`config.mk`:
```
export PLATFORM = sky130hd
export DESIGN_NAME = gbfs_front
export DESIGN_NICKNAME = d
export VERILOG_FILES = /design/src/hdl/gbfs_pkg.sv /design/src/hdl/gbfs_front.sv
export SDC_FILE = /design/constraint.sdc
export NUM_CORES = 1
export LEC_CHECK = 0
export ABC_AREA = 1
export BUFFER_PORTS_ARGS = -buffer_cell sky130_fd_sc_hd__buf_2
export CAP_MARGIN = 30
export CORE_UTILIZATION = 54
export CTS_BUF_LIST = sky130_fd_sc_hd__clkbuf_8 sky130_fd_sc_hd__clkbuf_16
export CTS_CLUSTER_SIZE = 10
export DETAILED_ROUTE_END_ITERATION = 10
export MAX_ROUTING_LAYER = met4
export PLACE_DENSITY = 0.89
export SYNTH_ARGS = -nofsm -noshare
export SYNTH_HDL_FRONTEND = slang
export SYNTH_SLANG_ARGS = --single-unit
export TNS_END_PERCENT = 100
```
`constraint.sdc`:
```
create_clock -name clk -period 4.38 [get_ports clk]
set_clock_uncertainty 0.15 [all_clocks]
set_input_delay 0.876 -clock clk [delete_from_list [all_inputs] [get_ports clk]]
set_output_delay 0.876 -clock clk [all_outputs]
set_load 0.02 [all_outputs]
```
`src/hdl/gbfs_pkg.sv`:
```
// Shared types and codes for the graph walk engine.
`timescale 1ns / 1ps
package gbfs_pkg;
  localparam logic [1:0] FUNC_EDGE   = 2'd0;
  localparam logic [1:0] FUNC_WALK   = 2'd1;
  localparam logic [1:0] FUNC_CLEAR  = 2'd2;
  localparam logic [1:0] FUNC_UNUSED = 2'd3;

  localparam logic [2:0] KIND_VISIT   = 3'd0;
  localparam logic [2:0] KIND_STORED  = 3'd1;
  localparam logic [2:0] KIND_REJECT  = 3'd2;
  localparam logic [2:0] KIND_NOVERT  = 3'd3;
  localparam logic [2:0] KIND_CLEARED = 3'd4;

  localparam int unsigned VERT_W = 6;
  localparam int unsigned CNT_W  = 7;

  // table geometry
  localparam int unsigned NUM_VERT   = 64;
  localparam int unsigned MAX_DEGREE = 16;
  localparam int unsigned DEG_IDX_W  = $clog2(MAX_DEGREE);
  localparam int unsigned DEG_W      = $clog2(MAX_DEGREE + 1);

  // one command passed from the front end to the back end
  typedef struct packed {
    logic [1:0]        func;
    logic [VERT_W-1:0] vertex_a;
    logic [VERT_W-1:0] vertex_b;
  } cmd_t;
endpackage

```
`src/hdl/gbfs_front.sv`:
```
// Front end: accept items, drop unused codes, and queue commands.
`timescale 1ns / 1ps
module gbfs_front (
  input  logic                clk,
  input  logic                rst_n,
  input  logic                in_valid,
  output logic                in_stall,
  input  logic [1:0]          in_func,
  input  logic [5:0]          in_vertex_a,
  input  logic [5:0]          in_vertex_b,
  output logic                cmd_valid,
  input  logic                cmd_take,
  output gbfs_pkg::cmd_t      cmd
);
  // two-entry queue
  gbfs_pkg::cmd_t q_r [2];
  logic           rd_r, rd_nxt, wr_r, wr_nxt;
  logic [1:0]     cnt_r, cnt_nxt;
  logic           push, pop, useful;

  assign in_stall  = (cnt_r == 2'd2);
  assign useful    = (in_func != gbfs_pkg::FUNC_UNUSED);
  assign push      = in_valid && !in_stall && useful;
  assign cmd_valid = (cnt_r != 2'd0);
  assign pop       = cmd_valid && cmd_take;
  assign cmd       = q_r[rd_r];

  always_comb begin
    rd_nxt  = rd_r ^ pop;
    wr_nxt  = wr_r ^ push;
    cnt_nxt = cnt_r + {1'b0, push} - {1'b0, pop};
  end

  always_ff @(posedge clk) begin
    if (!rst_n) begin
      rd_r  <= 1'b0;
      wr_r  <= 1'b0;
      cnt_r <= 2'd0;
    end else begin
      rd_r  <= rd_nxt;
      wr_r  <= wr_nxt;
      cnt_r <= cnt_nxt;
    end
  end

  always_ff @(posedge clk) begin
    if (push) begin
      q_r[wr_r] <= '{func: in_func, vertex_a: in_vertex_a, vertex_b: in_vertex_b};
    end
  end
endmodule

```
==> flow_summary.ini <==
[logic_synthesis]
synthTopCellsByArea = sky130_fd_sc_hd__edfxtp_1 66%, sky130_fd_sc_hd__mux2_2 12%, sky130_fd_sc_hd__dfxtp_1 7.8%
async_flop_share_pct = 0
yosysSeqAreaShare_pct = 73.73
synth_top_flop_cell = sky130_fd_sc_hd__edfxtp_1
flip_flop_and_latch_count_after_synthesis = 33
syn-cell-area_mm2 = 0.001276
count_of_synthesis_stage_warnings_from_yosys = 0
synth.top_cell.area_share_pct = 65.88
synth_largest_area_cell = sky130_fd_sc_hd__edfxtp_1
synthesis.instances = 82
synthTopCellsByCount = 28 x sky130_fd_sc_hd__edfxtp_1, 14 x sky130_fd_sc_hd__mux2_2, 10 x sky130_fd_sc_hd__inv_1, 9 x sky130_fd_sc_hd__nor2_1, 8 x sky130_fd_sc_hd__nand2_1
synth.lib_cells_used.distinct = 10
synth-edff-count = 28
average_footprint_of_a_synthesized_cell_um2 = 15.56
synth.most_common_cell = sky130_fd_sc_hd__edfxtp_1
mappedNetlistNets = 104

[finish]
layout.area.seq_um2 = 940.9
area_growth_syn_to_layout_pct = 20.78
post_route_cells_drive_above_1_share_pct = 42.98
final_nets = 143
final_cell_count_no_fill = 149
multiInputGateArea_um2 = 286.5
fraction_of_the_core_area_covered_by_cells_at_the_end_of_the_flow_pct = 69.68
antennaDiodeCount = 0
num-fill-cells = 174

[status]
run_status = finished clean

[grt]
globalRoute.totalOverflow = 0
grtUsageTotal_pct = 17.07
grt_antenna_before_repair = 0
vias_in_the_first_global_route = 697
grt_first_pass_wirelength_um = 2822
grt_start_max_net_pins = 15

[clock_network]
htree_num_levels = 2
cts-hold-fix-buffers = 0
clock_path_buffers = 2
post_cts_resize_count = 0
cts_setup_buffers = 0
clkLatencyLatePin_ps = 270
clk_pin_slew_worst_paths_ps = 60
count_of_clock_tree_sinks = 33
cts_inserted_buffers = 5
cts.root.buffer_cell = sky130_fd_sc_hd__clkbuf_8
cts_tree = yes

[power]
peakVddDrop_uv = 430.5
cellPowerDensity_mw_per_mm2 = 557.4
cellLeakagePower_nw = 0.6426

[route]
drt-total-wl_um = 1825
via_count = 731
drt_pass1_iterations = 4
drt-vias-per-instance = 4.906
routed_wirelength_normalized_by_instance_count_um = 12.25
postRouteAntennaNets = 0
residual_drc = 0
detail_route.iter0.violations = 13

[sta]
report.final.slew_viol_count = 0
finalSetupViolations = 0
hold_viol = 0
max_freq_mhz = 387.1
max_slew_margin_pct = 58.19
rsz0062_at_grt = false
tightestPinTransition_ps = 627.2
period_needed_ps = 2583
fin_tns_setup_ps = 0
finalCritPeriodShare_pct = 58.97

[floorplanning]
floorplan.initialDensity_pct = 57.69
die_height_um = 50.62
dieArea_mm2 = 0.002562
floorplan_core_area_mm2 = 0.002212
core_rows = 17
die_w_um = 50.62
floorplan.io_pins = 34

[placed_design]
dpl.hpwl_um = 1319
globalplace.congestion = 0.7365
number_of_placed_cells_counting_well_taps = 142
port-buffer-count = 33

[worst_hold_path]
hp-class = flop to flop

[worst_setup_path]
worst_ep_required_time_ps = 3350
cp-end-kind = output pin
setup.worst_path.class = flop to output pin
largest_fanout_of_any_net_on_the_critical_path = 14
arrival_ps = 1560
worst_setup_sp_type = flop

[run]
maxCapViolations = 0
[metal layers]
layer | part of all wire [%] | GRT usage, %
met3 | 6.7 | 6.667
met5 | 0 | -
met2 | 50 | 27.56
met1 | 41 | 17.08
met4 | 2.0 | 11.11
[kinds of logic (layout without fill, tap and decap cells)]
logic type | Yosys count | count (layout) | share of synthesized area, %
buffers and inverters | 11 | 50 | 3.824
AO/OA/AOI/OAI | 1 | 1 | 0.3918
flip-flops | 33 | 33 | 73.73
multiplexers | 14 | 14 | 12.35
AND/OR/NAND/NOR | 19 | 19 | 5.784
adder cells (fa/ha/maj) | 4 | 4 | 3.922
[final timing paths]
check,cells past startpoint,slack [ps],start,endpoint
worst max-delay path,2,1800,flop,cmd[12]
worst min-delay path,2,370,rd_r,rd_r
worst max register to register,11,2580,cnt_r[1],cnt_r[1]
worst min register to register,2,370,rd_r,rd_r
[state kept, by name, indices dropped and copies added (netlist names), named ones only]
signal,count
cnt_r,2
q_r,28
rd_r,1
wr_r,1
[where the power goes]
group | leakage (nW) | switching, W | internal (W)
Clock | 0.0428 | 0.0000911 | 0.000104
Combinational | 0.299 | 0.000141 | 0.0000989
Sequential | 0.300 | 0.0000292 | 0.000395
[stage by stage]
stage	cell area, µm²	setup WS, ps	power, W	hold slack [ps]
after floorplan	1276	2216	0.0006023	317.3
after global placement	1465	2032	0.0006630	333.7
after detailed placement	1465	1957	0.0006741	356.4
after CTS	1541	1775	0.0008718	372.7
after global routing	1541	1724	0.0009103	416.7
final	1541	1797	0.0008592	371.4
[placed cells by master (no fill, tap or decap), drive strengths merged]
cell type  Yosys  routed
buf            1      33
edfxtp        28      28
mux2          14      14
inv           10      11
nor2           9       9
nand2          8       8
dfxtp          5       5
clkbuf         0       5
ha             4       4
nand3          2       2
a21oi          1       1
clkinv         0       1
[critical path: stages, from the launching register on]
cell and delay, ps:
sky130_fd_sc_hd__dfxtp_1 700, sky130_fd_sc_hd__mux2_2 420, sky130_fd_sc_hd__buf_2 160
[area by class of cell]
class / count / area share [%]
tap: 28 / 2.273
multi-input combinational: 38 / 18.59
clock inverter: 2 / 0.4870
inverter: 10 / 2.435
timing repair buffer: 33 / 10.71
sequential: 33 / 61.04
clock buffer: 5 / 4.464
Power figures use the tool's default switching activity.
